===== src/rtl/swept_aabb_collision_defines.svh =====
// Assertion macros shared by the swept box collision RTL.
// No dependencies.
`ifndef SWEPT_AABB_COLLISION_DEFINES_SVH
`define SWEPT_AABB_COLLISION_DEFINES_SVH

// Implication checked on every rising clock edge outside reset.
`define SAC_ASSERT_IMP(label, ante, cons, msg) \
  label: assert property (@(posedge clk) disable iff (rst) (ante) |-> (cons)) \
    else $error(msg);

// Next-cycle implication checked outside reset.
`define SAC_ASSERT_NEXT(label, ante, cons, msg) \
  label: assert property (@(posedge clk) disable iff (rst) (ante) |=> (cons)) \
    else $error(msg);

`endif


===== src/rtl/sac_pkg.sv =====
// Shared types and constants for the swept box collision block.
// No dependencies.
package sac_pkg;
  localparam int CoordBits = 32;
  localparam int FracBits  = 16;
  localparam int FtBits    = 31;
  localparam int QDepth    = 2;
  localparam logic signed [CoordBits-1:0] SMax = {1'b0, {(CoordBits-1){1'b1}}};
  localparam logic signed [CoordBits-1:0] SMin = {1'b1, {(CoordBits-1){1'b0}}};
  localparam logic [FtBits-1:0] FrameTimeReset = FtBits'(1092);
  localparam logic [0:0] RegFrameTime = 1'b0;

  typedef logic signed [CoordBits-1:0] coord_t;

  // Item as classified by the front end.
  typedef struct packed {
    coord_t      la;
    coord_t      ha;
    coord_t      lb;
    coord_t      hb;
    logic signed [CoordBits+1:0] rv;
    coord_t      pen;
    logic        apart;
    logic        last;
  } job_t;

  typedef struct packed {
    logic   hit;
    logic   already_overlapping;
    coord_t intersect_time;
    logic [1:0] contact_axis;
    coord_t penetration;
  } res_t;
endpackage


===== src/rtl/sac_if.sv =====
// Valid/ready channel interfaces for the swept box collision block.
// Depends on sac_pkg.
interface sac_in_if (input logic clk);
  logic valid;
  logic ready;
  sac_pkg::coord_t low_a, high_a, low_b, high_b, vel_a, vel_b;
  logic final_axis;
  modport source (output valid, low_a, high_a, low_b, high_b, vel_a, vel_b,
                  final_axis, input ready);
  modport sink (input valid, low_a, high_a, low_b, high_b, vel_a, vel_b,
                final_axis, output ready);
endinterface



===== src/rtl/sac_front.sv =====
// Front end: takes axis items, computes static depth and relative velocity.
// Depends on sac_pkg and sac_if.
module sac_front (
  input  logic          rst,
  sac_in_if.sink        in_ch,
  output logic          push,
  output sac_pkg::job_t push_job,
  input  logic          q_full
);
  localparam int CoordBits_p = sac_pkg::CoordBits;
  logic signed [CoordBits_p+2:0] c, d, ac, half;
  sac_pkg::coord_t pen;

  always_comb begin
    c = ((CoordBits_p+3)'(in_ch.low_b) + (CoordBits_p+3)'(in_ch.high_b))
      - ((CoordBits_p+3)'(in_ch.low_a) + (CoordBits_p+3)'(in_ch.high_a));
    ac = c[CoordBits_p+2] ? -c : c;
    d = ((CoordBits_p+3)'(in_ch.high_a) - (CoordBits_p+3)'(in_ch.low_a))
      + ((CoordBits_p+3)'(in_ch.high_b) - (CoordBits_p+3)'(in_ch.low_b)) - ac;
    // truncate toward zero
    half = (d + $signed((CoordBits_p+3)'(d[CoordBits_p+2]))) >>> 1;
    if (half > (CoordBits_p+3)'(sac_pkg::SMax)) pen = sac_pkg::SMax;
    else if (half < (CoordBits_p+3)'(sac_pkg::SMin)) pen = sac_pkg::SMin;
    else pen = half[CoordBits_p-1:0];
  end

  assign in_ch.ready = !q_full && !rst;
  assign push = in_ch.valid && in_ch.ready;

  always_comb begin
    push_job.la = in_ch.low_a;
    push_job.ha = in_ch.high_a;
    push_job.lb = in_ch.low_b;
    push_job.hb = in_ch.high_b;
    push_job.rv = (CoordBits_p+2)'(in_ch.vel_b) - (CoordBits_p+2)'(in_ch.vel_a)
                + (CoordBits_p+2)'(1);
    push_job.pen = pen;
    push_job.apart = (in_ch.high_a < in_ch.low_b) || (in_ch.low_a > in_ch.high_b);
    push_job.last = in_ch.final_axis;
  end
endmodule


===== src/flat_wrapper.sv =====
// flat-port wrapper written by rule: the top's interface ports become plain ports
module sac_front_flat 
  (rst, push, push_job, q_full, clk, in_ch_valid, in_ch_low_a, in_ch_high_a, in_ch_low_b, in_ch_high_b, in_ch_vel_a, in_ch_vel_b, in_ch_final_axis, in_ch_ready);
  sac_in_if in_ch_i (.clk(clk));
  input  logic rst;
  output logic push;
  output sac_pkg::job_t push_job;
  input  logic q_full;
  input wire logic clk;
  input wire logic [$bits(in_ch_i.valid)-1:0] in_ch_valid;
  input wire logic [$bits(in_ch_i.low_a)-1:0] in_ch_low_a;
  input wire logic [$bits(in_ch_i.high_a)-1:0] in_ch_high_a;
  input wire logic [$bits(in_ch_i.low_b)-1:0] in_ch_low_b;
  input wire logic [$bits(in_ch_i.high_b)-1:0] in_ch_high_b;
  input wire logic [$bits(in_ch_i.vel_a)-1:0] in_ch_vel_a;
  input wire logic [$bits(in_ch_i.vel_b)-1:0] in_ch_vel_b;
  input wire logic [$bits(in_ch_i.final_axis)-1:0] in_ch_final_axis;
  output wire logic [$bits(in_ch_i.ready)-1:0] in_ch_ready;
  assign in_ch_i.valid = in_ch_valid;
  assign in_ch_i.low_a = in_ch_low_a;
  assign in_ch_i.high_a = in_ch_high_a;
  assign in_ch_i.low_b = in_ch_low_b;
  assign in_ch_i.high_b = in_ch_high_b;
  assign in_ch_i.vel_a = in_ch_vel_a;
  assign in_ch_i.vel_b = in_ch_vel_b;
  assign in_ch_i.final_axis = in_ch_final_axis;
  assign in_ch_ready = in_ch_i.ready;
  sac_front u_core (.rst(rst), .in_ch(in_ch_i), .push(push), .push_job(push_job), .q_full(q_full));
endmodule

===== config.mk =====
export PLATFORM = sky130hd
export DESIGN_NAME = sac_front_flat
export DESIGN_NICKNAME = d
export VERILOG_FILES = /design/src/rtl/swept_aabb_collision_defines.svh /design/src/rtl/sac_pkg.sv /design/src/rtl/sac_if.sv /design/src/rtl/sac_front.sv /design/src/flat_wrapper.sv
export SDC_FILE = /design/constraint.sdc
export NUM_CORES = 1
export LEC_CHECK = 0
export ABC_AREA = 1
export BUFFER_PORTS_ARGS = -buffer_cell sky130_fd_sc_hd__buf_2
export CAP_MARGIN = 20
export CORE_MARGIN = 8
export CORE_UTILIZATION = 40
export DETAILED_ROUTE_END_ITERATION = 6
export PLACE_DENSITY = 0.6
export SLEW_MARGIN = 40
export SYNTH_ARGS = -nofsm -noshare
export SYNTH_HDL_FRONTEND = slang
export SYNTH_SLANG_ARGS = --single-unit

===== constraint.sdc =====
create_clock -name vclk -period 17.9
set_clock_uncertainty 0.15 [all_clocks]
set_input_delay 3.58 -clock vclk [all_inputs]
set_output_delay 3.58 -clock vclk [all_outputs]
set_load 0.03 [all_outputs]

==> flow_summary.yaml, run 1 <==
floorplanning:
  initial_core_util_pct: 40.33
  rows: 81
  die_area_mm2: 0.05650
  core_area_mm2: 0.04875
  die_y_um: 237.7
  ios: 395
  die_w_um: 237.7
yosys:
  synthesis.area_mm2: 0.01966
  synth-compound-area-share_pct: 14.12
  netlist.area_leader.share_pct: 18.71
  yosysUniqueCellTypes: 57
  syn_area_per_cell_um2: 5.682
  yosys.area_share.simple_pct: 32.28
  synth_area_leaders: "ha_1 19%, nand2_1 15%, inv_1 13%, xor2_1 9.5%, a21oi_1 7.1%"
  synth_common_cells: "809 x nand2_1, 667 x inv_1, 354 x nor2_1"
  ys_seq_area_share_pct: 0
  syn_inst: 3460
  yosysWarnings: 0
  syn_nets: 3991
  synthMuxAreaShare_pct: 0
  synth-xor-area-share_pct: 11.48
  synth_top_family_by_area: "simple AND/OR/NAND/NOR gates"
  yosys.area.top_type: "ha_1"
  synthAdderAreaFrac_pct: 22.79
  synth_most_common_cell: "nand2_1"
timing:
  drv_slew: 0
  setup_tns_ns: 0
  timing.hold.ws_ns: 7.010
  setup_violations: 0
  rsz0062_at_grt: "false"
  clock.fmax_mhz: 58.76
  final.min_clock_period_ns: 17.02
  hold_viol: 0
  max_slew.worst_pin.slew_ns: 0.7825
  fin_crit_sh_pct: 95.08
  relSlewSlack_pct: 47.35
setup_path:
  path_max_fanout: 12
  cp-end-kind: "primary output"
  start_kind: "input port"
  cp_slowest_cell: "fa_1"
  critPathArrivalTime_ns: 13.29
  cpPeakStageDelay_ns: 0.53
  cp.required_ns: 14.17
  crit_top_cell: "nand2_1"
  worstSetupPathType: "in -> out"
detailed_routing:
  firstDrtPassIters: 6
  via_count: 21518
  dr.first_iter.drc_count: 1266
  wirelength_mm: 67.08
  ant_nets: 0
  drt-vias-per-instance: 4.963
  drc: 0
  wire_per_inst_um: 15.47
placement:
  finalWeightedCongestion: 0.9614
  hpwl_mm: 60.57
  io_buffers: 392
finish:
  ff_latch_area_um2: 0
  clockBufferCount: 0
  fin_nets: 4205
  design.seq.count: 0
  synthToLayoutAreaGrowth_pct: 8.020
  num-fill-cells: 5569
  fin_util_pct: 43.56
  antennaDiodeCount: 0
  drive_gt1_share_pct: 12.09
global_routing:
  grt_pass1_wl_mm: 105.6
  grt_max_degree: 32
  antenna_found_initial: 0
  track_usage_pct: 22.43
  overflow: 0
  grt_pass1_vias: 21043
hold_path:
  min_from: "in_ch_final_axis"
  hold_path_depth: 0
  min_path_type: "in -> out"
  holdPathEnd: "push_job[0]"
flow_run:
  max_cap_violations: 0
status:
  status: "finished, final reports clean"
clock_network:
  cts_setup_buffers: 0
[repair_timing]
| item | CTS | global route |
|---|---|---|
| resized for setup | 0 | 2 |
| hold buffers | 0 | 0 |
| setup endpoints to repair | 0 | 27 |
[cells in the final DEF (no fill, tap or decap), drive strengths merged, types with 2 or more instances in the layout]
master and count:
nand4 57, a221oi 3, o211ai 8, nor4 18, o21ai 116, and2 4, o221ai 11, nand3 172
o21bai 14, ha 294, a21boi 10, a21oi 279, xor2 216, o21a 7, a211oi 6, nor3b 7
buf 397, nand3b 7, inv 674, nor3 50, o31ai 3, xnor2 39, or2 6, nor2 361
o2111ai 2, and3 8, fa 40, a31oi 22, a21o 13, nand2 820
[stage by stage]
stage | cell area [um2] | setup WS, ns | instances
after detailed placement | 21220 | 0.7770 | 4335
after CTS | 21220 | 0.7397 | 4335
after global routing | 21240 | 0.05082 | 4336
after floorplan | 19660 | 3.001 | 3460
final | 21240 | 0.8807 | 4336
after global placement | 21220 | 0.8347 | 4335
[cell type report]
class / count / area (um2) / share of cell area [%]
multi-input cells: 2600 / 15870 / 74.74
repair buffers: 397 / 1999 / 9.416
well taps: 664 / 830.8 / 3.912
inverters: 675 / 2534 / 11.93
[logic make-up after synthesis]
group                    after synthesis
AND/OR/NAND/NOR                     1511
buffers and inverters                861
AO/OA/AOI/OAI                        499
adder cells (fa/ha/maj)              334
XOR/XNOR                             255
[routing by layer]
| layer | vias to the layer above | GRT usage, % | wire, um |
|---|---|---|---|
| met5 | - | 0 | 0 |
| met1 | 9651 | 29.33 | 31140 |
| li1 | 11261 | - | - |
| met3 | 64 | 1.239 | 2728 |
| met4 | 0 | 3.820 | 1261 |
| met2 | 542 | 40.63 | 31940 |
[worst max-delay path by stage]
stage / endpoint / startpoint / slack [ns]
6_report: push_job[30] / in_ch_low_b[1] / 0.88
3_5_place_dp: push_job[27] / in_ch_low_b[1] / 0.78
4_1_cts: push_job[27] / in_ch_low_b[1] / 0.74
5_1_grt: push_job[29] / in_ch_low_b[1] / 0.05
3_3_place_gp: push_job[30] / in_ch_low_b[0] / 0.83
2_1_floorplan: push_job[10] / in_ch_high_b[0] / 3.00
[worst max-delay path, delay by kind of cell]
family	cells	cell delay [ns]
simple gates	22	2.65
buf+inv	12	1.30
xor+xnor	3	0.67
fa+ha+maj	5	1.76
compound gates	15	3.33
Power of run 1 is left out: the tool's default activity adds up to more than one toggle a clock period on the data nets, which glitch-free logic cannot reach.
==> inputs of run 2 (changes only) <==
- BUFFER_PORTS_ARGS: -buffer_cell sky130_fd_sc_hd__buf_2 -> default
- CORE_UTILIZATION: 40 -> 69
- DONT_BUFFER_PORTS: default -> 1
- PLACE_DENSITY: 0.6 -> 0.84
- RECOVER_POWER: default -> 100
==> run 2 against run 1 <==
  * Final area is 11% lower
  * Critical path type unchanged
  * Clock-buffer cell count stayed put
  * Fmax decreased by 0.57%
  * Die area fell by 40%
  * Critical path depth is 3 lower
  * Final cell count down 16%
==> flow_summary.yaml, run 2 (synthesized netlist as in run 1, its figures left out) <==
timing:
  setup_tns_ns: 0
  max_slew.worst_pin.slew_ns: 0.9597
  rsz0062_at_grt: "false"
  final.min_clock_period_ns: 17.12
  hold_viol: 0
  fin_crit_sh_pct: 95.62
  setup_violations: 0
  clock.fmax_mhz: 58.42
  drv_slew: 0
  relSlewSlack_pct: 35.88
floorplanning:
  ios: 395
  core_area_mm2: 0.02793
  die_area_mm2: 0.03415
  die_w_um: 184.8
  die_y_um: 184.8
  rows: 61
  initial_core_util_pct: 70.38
finish:
  synthToLayoutAreaGrowth_pct: -3.832
  ff_latch_area_um2: 0
  clockBufferCount: 0
  final_cell_mix: "809 x nand2_1, 668 x inv_1, 354 x nor2_1"
  design.seq.count: 0
  num-fill-cells: 2750
  drive_gt1_share_pct: 1.433
  antennaDiodeCount: 0
  fin_nets: 3812
  instances_no_fill: 3657
  layout_commonest_cell: "nand2_1"
flow_run:
  max_cap_violations: 0
global_routing:
  grt_pass1_vias: 20828
  antenna_found_initial: 0
  track_usage_pct: 35.47
  grt_pass1_wl_mm: 100.3
  grt_max_degree: 32
  overflow: 0
placement:
  io_buffers: 0
  hpwl_mm: 57.06
  finalWeightedCongestion: 1.011
  dp.cells: 3656
detailed_routing:
  drt-vias-per-instance: 5.950
  dr.first_iter.drc_count: 1968
  ant_nets: 0
  drc: 0
  via_count: 21758
  wire_per_inst_um: 17.65
  firstDrtPassIters: 7
  wirelength_mm: 64.55
setup_path:
  path_max_fanout: 15
  crit_top_cell: "nand2_1"
  cp_slowest_cell: "nor3_1"
  worstSetupPathType: "in -> out"
  cp.required_ns: 14.17
  cpPeakStageDelay_ns: 0.63
  cp-end-kind: "primary output"
  start_kind: "input port"
  critPathArrivalTime_ns: 13.39
clock_network:
  cts_hold_buf: 0
  cts_setup_buffers: 0
  postCtsResizedCells: 0
status:
  status: "finished, final reports clean"
hold_path:
  min_path_type: "in -> out"
## run 2: cell count changes in the layout (fill, tap and decap cells not counted)
cell     previous run  this run
buf_4               5         3
inv_1             667       668
inv_2               7         6
nor3_2              7         4
buf_12              0         1
buf_2             392         0
nor3_1             43        46
o21ai_1             4         3
o21ai_0           110       111
## run 2: stage by stage
| stage | worst slack, ns | instance area (um2) | hold WS (ns) | util [%] |
|---|---|---|---|---|
| floorplan | 3.001 | 19660 | 7.117 | - |
| global placement | 1.235 | 18910 | 7.010 | 67.68 |
| CTS | 0.9618 | 18920 | 7.010 | 67.72 |
| global route | 0.002243 | 18910 | 7.010 | 67.68 |
| finish | 0.7839 | 18910 | 7.010 | 67.68 |
| detailed placement | 0.9939 | 18920 | 7.010 | 67.72 |
## run 2: final cells by class
| cell class | instances | area [um2] | share of cell area [%] |
|---|---|---|---|
| well taps | 378 | 473.0 | 2.502 |
| inverters | 675 | 2534 | 13.40 |
| repair buffers | 4 | 42.54 | 0.2250 |
| multi-input cells | 2600 | 15860 | 83.87 |
## run 2: path summary, 6_finish.rpt
check | start | end | slack (ns) | cells past startpoint
hold / removal | in_ch_final_axis | push_job[0] | 7.01 | 0
setup / recovery | in_ch_low_b[1] | push_job[4] | 0.78 | 54
## run 2: routing by layer
metal / vias up / wire length (um) / GRT usage, %
met1: 9937 / 24810 / 41.64
met3: 198 / 6448 / 5.388
met5: - / 0 / 0
met4: 0 / 2995 / 15.27
met2: 1159 / 30290 / 63.20
li1: 10464 / - / -
## run 2: worst max-delay path: cells and delay by family
kind            cells  cell delay, ns
xor+xnor            2            0.58
compound gates     12            2.73
fa+ha+maj           5            1.78
buf+inv            10            0.97
simple gates       25            3.71
Power of run 2 is left out for the same reason.
