`config.mk`:
```
export PLATFORM = sky130hd
export DESIGN_NAME = sac_back_flat
export DESIGN_NICKNAME = d
export VERILOG_FILES = /design/src/rtl/sac_pkg.sv /design/src/rtl/sac_if.sv /design/src/rtl/sac_div.sv /design/src/rtl/sac_back.sv /design/src/flat_wrapper.sv
export VERILOG_INCLUDE_DIRS = /design/src /design/src/rtl
export SDC_FILE = /design/constraint.sdc
export NUM_CORES = 2
export LEC_CHECK = 0
export BUFFER_PORTS_ARGS = -buffer_cell sky130_fd_sc_hd__buf_4
export CORE_UTILIZATION = 45
export DETAILED_ROUTE_END_ITERATION = 6
export PLACE_DENSITY_LB_ADDON = 0.2
export SYNTH_ARGS = -nofsm -noshare
export SYNTH_HDL_FRONTEND = slang
export SYNTH_HIERARCHICAL = 1
export SYNTH_SLANG_ARGS = --single-unit
export TNS_END_PERCENT = 5
```
`constraint.sdc`:
```
create_clock -name clk -period 16.6 [get_ports clk]
set_input_delay 4.15 -clock clk [delete_from_list [all_inputs] [get_ports clk]]
set_output_delay 4.15 -clock clk [all_outputs]
set_load 0.005 [all_outputs]
```
`src/rtl/swept_aabb_collision_defines.svh`:
```
// Assertion macros shared by the swept box collision RTL.
// No dependencies.
`ifndef SWEPT_AABB_COLLISION_DEFINES_SVH
`define SWEPT_AABB_COLLISION_DEFINES_SVH

// Implication checked on every rising clock edge outside reset.
`define SAC_ASSERT_IMP(label, ante, cons, msg) \
  label: assert property (@(posedge clk) disable iff (rst) (ante) |-> (cons)) \
    else $error(msg);

// Next-cycle implication checked outside reset.
`define SAC_ASSERT_NEXT(label, ante, cons, msg) \
  label: assert property (@(posedge clk) disable iff (rst) (ante) |=> (cons)) \
    else $error(msg);

`endif

```
`src/rtl/sac_pkg.sv`:
```
// Shared types and constants for the swept box collision block.
// No dependencies.
package sac_pkg;
  localparam int CoordBits = 32;
  localparam int FracBits  = 16;
  localparam int FtBits    = 31;
  localparam int QDepth    = 2;
  localparam logic signed [CoordBits-1:0] SMax = {1'b0, {(CoordBits-1){1'b1}}};
  localparam logic signed [CoordBits-1:0] SMin = {1'b1, {(CoordBits-1){1'b0}}};
  localparam logic [FtBits-1:0] FrameTimeReset = FtBits'(1092);
  localparam logic [0:0] RegFrameTime = 1'b0;

  typedef logic signed [CoordBits-1:0] coord_t;

  // Item as classified by the front end.
  typedef struct packed {
    coord_t      la;
    coord_t      ha;
    coord_t      lb;
    coord_t      hb;
    logic signed [CoordBits+1:0] rv;
    coord_t      pen;
    logic        apart;
    logic        last;
  } job_t;

  typedef struct packed {
    logic   hit;
    logic   already_overlapping;
    coord_t intersect_time;
    logic [1:0] contact_axis;
    coord_t penetration;
  } res_t;
endpackage

```
`src/rtl/sac_if.sv`:
```


interface sac_out_if (input logic clk);
  logic valid;
  logic ready;
  logic hit;
  logic already_overlapping;
  sac_pkg::coord_t intersect_time;
  logic [1:0] contact_axis;
  sac_pkg::coord_t penetration;
  modport source (output valid, hit, already_overlapping, intersect_time,
                  contact_axis, penetration, input ready);
  modport sink (input valid, hit, already_overlapping, intersect_time,
                contact_axis, penetration, output ready);
endinterface

```
`src/rtl/sac_div.sv`:
```
// Radix-2 restoring divider: saturated signed Q quotient, truncated to zero.
// Depends on sac_pkg.
module sac_div (
  input  logic            clk,
  input  logic            rst,
  input  logic            start,
  input  logic signed [sac_pkg::CoordBits+1:0] num,
  input  logic signed [sac_pkg::CoordBits+1:0] den,
  output logic            done,
  output sac_pkg::coord_t quo
);
  localparam int NB = sac_pkg::CoordBits + 2 + sac_pkg::FracBits;
  localparam int CW = $clog2(NB + 1);
  logic [NB-1:0] dvd, q;
  logic [sac_pkg::CoordBits+1:0] dsr;
  logic [sac_pkg::CoordBits+2:0] rem, trial;
  logic [CW-1:0] cnt;
  logic busy, neg;

  always_comb trial = {rem[sac_pkg::CoordBits+1:0], dvd[NB-1]} - {1'b0, dsr};

  always_ff @(posedge clk) begin
    if (rst) begin
      busy <= 1'b0;
      done <= 1'b0;
    end else begin
      done <= 1'b0;
      if (start) begin
        busy <= 1'b1;
        cnt <= CW'(NB);
        neg <= num[sac_pkg::CoordBits+1] ^ den[sac_pkg::CoordBits+1];
        dvd <= {(num[sac_pkg::CoordBits+1] ? -num : num), {sac_pkg::FracBits{1'b0}}};
        dsr <= den[sac_pkg::CoordBits+1] ? -den : den;
        rem <= '0;
        q <= '0;
      end else if (busy) begin
        dvd <= dvd << 1;
        if (!trial[sac_pkg::CoordBits+2]) begin
          rem <= trial;
          q <= {q[NB-2:0], 1'b1};
        end else begin
          rem <= {rem[sac_pkg::CoordBits+1:0], dvd[NB-1]};
          q <= {q[NB-2:0], 1'b0};
        end
        cnt <= cnt - 1'b1;
        if (cnt == CW'(1)) begin
          busy <= 1'b0;
          done <= 1'b1;
        end
      end
    end
  end

  always_comb begin
    if (neg) quo = (q >= NB'({1'b1, {(sac_pkg::CoordBits-1){1'b0}}})) ? sac_pkg::SMin
                   : -(q[sac_pkg::CoordBits-1:0]);
    else quo = (q > NB'(sac_pkg::SMax)) ? sac_pkg::SMax : q[sac_pkg::CoordBits-1:0];
  end
endmodule

```
`src/rtl/sac_back.sv`:
```
// Back end: slab sweep with shared divider, multiply, result register.
// Depends on sac_pkg, sac_if, sac_div and swept_aabb_collision_defines.svh.
`include "swept_aabb_collision_defines.svh"
module sac_back (
  input  logic            clk,
  input  logic            rst,
  input  logic            not_empty,
  input  sac_pkg::job_t   head,
  output logic            pop,
  input  logic [sac_pkg::FtBits-1:0] frame_time,
  input  logic            ft_write,
  sac_out_if.source       out_ch
);
  localparam int W = sac_pkg::CoordBits;
  typedef enum logic [6:0] {
    S_IDLE = 7'b0000001, S_PREP = 7'b0000010, S_DIV1 = 7'b0000100,
    S_DIV2 = 7'b0001000, S_CHK = 7'b0010000, S_MUL = 7'b0100000,
    S_DONE = 7'b1000000
  } st_t;
  st_t st;

  sac_pkg::job_t j;
  logic [1:0] axis_count, least_depth_axis, sweep_axis;
  logic overlap_so_far, sweep_rejected;
  sac_pkg::coord_t least_depth, t_enter, t_exit, earliest_contact, sweep_depth;
  logic need_enter, need_exit;
  logic signed [W+1:0] n_enter, n_exit;
  logic div_start, div_done;
  logic signed [W+1:0] div_num;
  sac_pkg::coord_t quo;
  logic [2*W+1:0] prod;
  logic prod_neg;
  logic [1:0] axis;

  sac_div u_div (.clk, .rst, .start(div_start), .num(div_num), .den(j.rv),
                 .done(div_done), .quo);

  assign axis = axis_count;
  assign pop = (st == S_IDLE) && not_empty && !(out_ch.valid && !out_ch.ready);

  // slab entry/exit selection depends on sign of rv
  always_comb begin
    if (j.rv <= 0) begin
      need_enter = j.ha < j.lb;
      n_enter = (W+2)'(j.ha) - (W+2)'(j.lb);
      need_exit = j.hb > j.la;
      n_exit = (W+2)'(j.la) - (W+2)'(j.hb);
    end else begin
      need_enter = j.hb < j.la;
      n_enter = (W+2)'(j.la) - (W+2)'(j.hb);
      need_exit = j.ha > j.lb;
      n_exit = (W+2)'(j.ha) - (W+2)'(j.lb);
    end
  end

  always_comb begin
    div_start = 1'b0;
    div_num = n_enter;
    if (st == S_PREP && need_enter) div_start = 1'b1;
    if (st == S_PREP && !need_enter && need_exit) begin
      div_start = 1'b1;
      div_num = n_exit;
    end
    if (st == S_DIV1 && div_done && need_exit) begin
      div_start = 1'b1;
      div_num = n_exit;
    end
  end

  always_ff @(posedge clk) begin
    if (rst) begin
      st <= S_IDLE;
      out_ch.valid <= 1'b0;
      axis_count <= '0;
      overlap_so_far <= 1'b1;
      least_depth <= sac_pkg::SMax;
      least_depth_axis <= '0;
      t_enter <= '0;
      t_exit <= W'(sac_pkg::FrameTimeReset);
      earliest_contact <= W'(sac_pkg::FrameTimeReset);
      sweep_axis <= '0;
      sweep_depth <= '0;
      sweep_rejected <= 1'b0;
    end else begin
      if (out_ch.valid && out_ch.ready) out_ch.valid <= 1'b0;
      if (ft_write && axis_count == '0 && overlap_so_far && !sweep_rejected &&
          t_enter == '0 && least_depth == sac_pkg::SMax) begin
        t_exit <= W'(frame_time);
        earliest_contact <= W'(frame_time);
      end
      case (st)
        S_IDLE: begin
          if (pop) begin
            j <= head;
            if (head.apart) overlap_so_far <= 1'b0;
            if (head.pen < least_depth) begin
              least_depth <= head.pen;
              least_depth_axis <= axis;
            end
            st <= S_PREP;
          end
        end
        S_PREP: begin
          if (sweep_rejected) st <= S_DONE;
          else if ((j.rv <= 0 && j.hb < j.la) || (j.rv > 0 && j.lb > j.ha)) begin
            sweep_rejected <= 1'b1;
            st <= S_DONE;
          end else if (need_enter) st <= S_DIV1;
          else if (need_exit) st <= S_DIV2;
          else st <= S_CHK;
        end
        S_DIV1: begin
          if (div_done) begin
            if (quo > t_enter) t_enter <= quo;
            st <= need_exit ? S_DIV2 : S_CHK;
          end
        end
        S_DIV2: begin
          if (div_done) begin
            if (quo < t_exit) t_exit <= quo;
            st <= S_CHK;
          end
        end
        S_CHK: begin
          if (t_enter > t_exit) begin
            sweep_rejected <= 1'b1;
            st <= S_DONE;
          end else if (t_enter < earliest_contact && t_enter > 0) begin
            earliest_contact <= t_enter;
            sweep_axis <= axis;
            prod_neg <= j.rv[W+1] ^ ((W+1)'(t_exit) < (W+1)'(t_enter));
            prod <= (2*W+2)'(j.rv[W+1] ? -j.rv : j.rv)
                  * (2*W+2)'(((W+1)'(t_exit) - (W+1)'(t_enter)));
            st <= S_MUL;
          end else st <= S_DONE;
        end
        S_MUL: begin
          if (prod_neg)
            sweep_depth <= ((prod >> sac_pkg::FracBits) >= (2*W+2)'(sac_pkg::SMax) + 1)
                           ? sac_pkg::SMin : -W'(prod >> sac_pkg::FracBits);
          else
            sweep_depth <= ((prod >> sac_pkg::FracBits) > (2*W+2)'(sac_pkg::SMax))
                           ? sac_pkg::SMax : W'(prod >> sac_pkg::FracBits);
          st <= S_DONE;
        end
        S_DONE: begin
          st <= S_IDLE;
          if (!j.last) begin
            if (axis_count < 2'd2) axis_count <= axis_count + 2'd1;
          end else begin
            out_ch.valid <= 1'b1;
            out_ch.hit <= overlap_so_far || !sweep_rejected;
            out_ch.already_overlapping <= overlap_so_far;
            out_ch.intersect_time <= (!overlap_so_far && !sweep_rejected) ? t_enter : '0;
            out_ch.contact_axis <= overlap_so_far ? least_depth_axis
                                 : (!sweep_rejected ? sweep_axis : 2'd0);
            out_ch.penetration <= overlap_so_far ? least_depth
                                : (!sweep_rejected ? sweep_depth : '0);
            axis_count <= '0;
            overlap_so_far <= 1'b1;
            least_depth <= sac_pkg::SMax;
            least_depth_axis <= '0;
            t_enter <= '0;
            t_exit <= W'(frame_time);
            earliest_contact <= W'(frame_time);
            sweep_axis <= '0;
            sweep_depth <= '0;
            sweep_rejected <= 1'b0;
          end
        end
        default: st <= S_IDLE;
      endcase
    end
  end

  `SAC_ASSERT_IMP(a_one_hot, 1'b1, $onehot(st), "state not one-hot")
  `SAC_ASSERT_NEXT(a_pop_prep, pop, st == S_PREP, "pop did not start sweep")
  `SAC_ASSERT_IMP(a_axis_max, 1'b1, axis_count <= 2'd2, "axis count overrun")
endmodule

```
`src/flat_wrapper.sv`:
```
// flat-port wrapper written by rule: the top's interface ports become plain ports
module sac_back_flat 
  (clk, rst, not_empty, head, pop, frame_time, ft_write, out_ch_valid, out_ch_hit, out_ch_already_overlapping, out_ch_intersect_time, out_ch_contact_axis, out_ch_penetration, out_ch_ready);
  sac_out_if out_ch_i (.clk(clk));
  input  logic clk;
  input  logic rst;
  input  logic not_empty;
  input  sac_pkg::job_t head;
  output logic pop;
  input  logic [sac_pkg::FtBits-1:0] frame_time;
  input  logic ft_write;
  output wire logic [$bits(out_ch_i.valid)-1:0] out_ch_valid;
  output wire logic [$bits(out_ch_i.hit)-1:0] out_ch_hit;
  output wire logic [$bits(out_ch_i.already_overlapping)-1:0] out_ch_already_overlapping;
  output wire logic [$bits(out_ch_i.intersect_time)-1:0] out_ch_intersect_time;
  output wire logic [$bits(out_ch_i.contact_axis)-1:0] out_ch_contact_axis;
  output wire logic [$bits(out_ch_i.penetration)-1:0] out_ch_penetration;
  input wire logic [$bits(out_ch_i.ready)-1:0] out_ch_ready;
  assign out_ch_valid = out_ch_i.valid;
  assign out_ch_hit = out_ch_i.hit;
  assign out_ch_already_overlapping = out_ch_i.already_overlapping;
  assign out_ch_intersect_time = out_ch_i.intersect_time;
  assign out_ch_contact_axis = out_ch_i.contact_axis;
  assign out_ch_penetration = out_ch_i.penetration;
  assign out_ch_i.ready = out_ch_ready;
  sac_back u_core (.clk(clk), .rst(rst), .not_empty(not_empty), .head(head), .pop(pop), .frame_time(frame_time), .ft_write(ft_write), .out_ch(out_ch_i));
endmodule
```
==> qor.txt <==
First-pass GRT wire length = 374000 um
Final WS setup = 4.68 ns
Clk buf depth = 3
Clock skew = 0.0334 ns
Count of max-cap constraint violations = 0
Sink Count = 619
RSZ-0062 raised after global routing = false
Port bufs = 301
GRT Util Overall = 0.266
Max FO, Critical Path = 7
Arrival @ worst endpoint = 12.34 ns
Yosys Warn Count = 6
Setup TNS = 0 ns
Asr flop ratio synth = 0
Bufs and invs on worst path = 4
Largest net degree at the start of global routing = 163
Post-DP HPWL = 186000 um
Cell mode on critical path = fa_1
CP Launch Type = flop
CP delay by family, top = adder cells
Number of global-route vias before repair = 64.5k
DRC = 0
Sequential share of the synthesized area = 0.206
HP Class = flop to flop
Synthesis-to-finish area growth = 12.4%
Initial antenna violation count = 14
Cts repair resizes = 0
Pre-antenna DRT Iters = 6
Synthesis-stage register bit count = 619
Yosys cell types = 97
CP required = 17.03 ns
Post-DR vias/cell = 5.36
Slowest CP cell = xor2_1
Nets = 11.3k
Grt total ovfl = 0
Die Ht = 428 um
H-tree levels = 3
Area of the die = 183000 um^2
Final Util = 0.509
Outcome = finished, final reports clean
F_max = 83.9 MHz
Worst setup EP type = flop
Setup Fix Bufs, Post-CTS = 0
Die span in x = 428 um
Num ports = 302
Max-slew headroom = 0.134
Max-slew violations = 0
CTS tree = yes
Total core area = 181000 um^2
Antenna Nets Post-Route = 0
Initial core utilization = 0.453
CTS buffer count = 76
Worst-skew pair later-pin latency = 0.72 ns
Routability cong. = 0.964
Hold Violations, Final = 0
Syn_area_per_cell = 9.64 um^2
Clk pin slew, worst setup/hold paths = 0.06 ns
FILL cells = 16.7k
Hold Buf Count CTS = 0
Share of cells above drive strength 1 = 0.0777
Final worst-path cycle share = 0.718
CTS root buffer = clkbuf_16
Tmin final = 11.92 ns
Crit path largest cell delay = 0.78 ns
Wire length per cell = 20.7 um
Cell Area, Synth = 81700 um^2
DP Worst Slack = 4.88 ns
# rows = 156
WS Path Type = flop to flop
Final setup fails = 0
Post-synth EDFFs = 441
Top_reg_cell synth = edfxtp_1
Initial drt markers = 4621
Routed vias = 62.2k
Routed wire length = 240000 um
Slew of the pin with the lowest slew margin = 1.30 ns
Gate Count Post-Synth = 8482
## state kept, by name (all words and copies together), names as in the netlist, 6 cells and up
| name | flops |
|---|---|
| u_core/t_enter | 32 |
| u_core/least_depth | 32 |
| u_core/out_ch.intersect_time | 32 |
| u_core/sweep_depth | 32 |
| u_core/u_div/dvd | 34 |
| u_core/u_div/rem | 34 |
| u_core/prod | 50 |
| u_core/t_exit | 32 |
| u_core/earliest_contact | 32 |
| u_core/u_div/cnt | 6 |
| u_core/j | 163 |
| u_core/u_div/q | 50 |
| u_core/out_ch.penetration | 32 |
| u_core/st | 7 |
| u_core/u_div/dsr | 34 |
## per-layer routing
layer,global-route usage,wire length [um]
met1,0.351,97900
met5,0,13
met2,0.441,115000
met3,0.0442,18100
met4,0.0917,9030
## through the flow
stage          hold slack [ns]  instances  instance area (um^2)
3_3_place_gp             0.443      11400                 89300
3_5_place_dp             0.446      11400                 89300
6_report                 0.465      11600                 91900
4_1_cts                  0.465      11600                 91900
5_1_grt                  0.499      11600                 91900
2_1_floorplan            0.406       8976                 83600
## Yosys cell counts, types with 63 or more instances
library cell  number  area (um^2)
a21o_1           158         1190
a21oi_1          291         1460
a22o_1            94          823
a22oi_1           63          473
clkbuf_1         287         1080
dfxtp_1          178         3560
edfxtp_1         441        13200
fa_1            1465        29300
ha_1             475         5940
inv_1           1676         6290
mux2i_1           73          731
nand2_1         1094         4110
nand2b_1          68          425
nor2_1           574         2150
nor2b_1           89          557
nor3_1           137          686
o21ai_0          197          986
xnor2_1          204         1790
xor2_1           123         1080
## final cells by class
class / instances / area [um^2] / share of cell area
antenna: 9 / 22.5 / 0.000245
multi-input combinational: 6346 / 59900 / 0.652
clock inverter: 40 / 425 / 0.00463
clock buffer: 101 / 2130 / 0.0232
tap: 2370 / 2970 / 0.0323
sequential: 619 / 16800 / 0.183
inverter: 1677 / 6290 / 0.0685
timing repair buffer: 435 / 3280 / 0.0357
## cell usage in the layout (no fill, tap or decap), types with 17 or more instances in the layout
cell and count:
conb_1 496, a21oi_1 291, edfxtp_1 441, a22oi_1 63, and2_1 56, or2_2 18
mux2i_1 72, nand2_1 1094, o21a_1 28, nor2b_1 89, a31oi_1 27, nor4_1 35
nor2_1 566, nand3_1 56, a22o_1 94, xnor2_1 164, and3_1 18, o21bai_1 20
o21ai_0 196, fa_1 1465, nor3_1 135, o21ai_1 17, buf_4 433, nand4_1 61
o311ai_0 30, inv_1 1676, clkbuf_16 79, nand2b_1 68, o31ai_1 29, dfxtp_1 176
xor2_1 97, xnor2_2 34, or4_1 18, a211oi_1 33, o211ai_1 18, xor2_2 21
a21o_1 158, o22ai_1 31, or3_1 49, ha_1 475
## path summary, 6_finish.rpt
check / to / slack (ns) / startpoint / depth (start not counted)
hold / removal: u_core/earliest_contact[31]$_SDFF_PP0_ / 0.46 / u_core/earliest_contact[31]$_SDFF_PP0_ / 1
setup reg to reg: u_core/prod[65]$_DFFE_PP_ / 4.68 / u_core/t_exit[0]$_SDFF_PP0_ / 37
hold reg to reg: u_core/earliest_contact[31]$_SDFF_PP0_ / 0.46 / u_core/earliest_contact[31]$_SDFF_PP0_ / 1
setup / recovery: u_core/prod[65]$_DFFE_PP_ / 4.68 / u_core/t_exit[0]$_SDFF_PP0_ / 37
## kinds of logic after synthesis
kind of cell	share of synthesized area
adder cells (fa/ha/maj)	0.431
other	0.0000919
AND/OR/NAND/NOR	0.126
multiplexers	0.0112
AO/OA/AOI/OAI	0.0964
buffers and inverters	0.0936
flip-flops	0.206
XOR/XNOR	0.0356
Power is not shown: default switching activity piles up to over one toggle a cycle in this logic, so the estimate is an artifact.
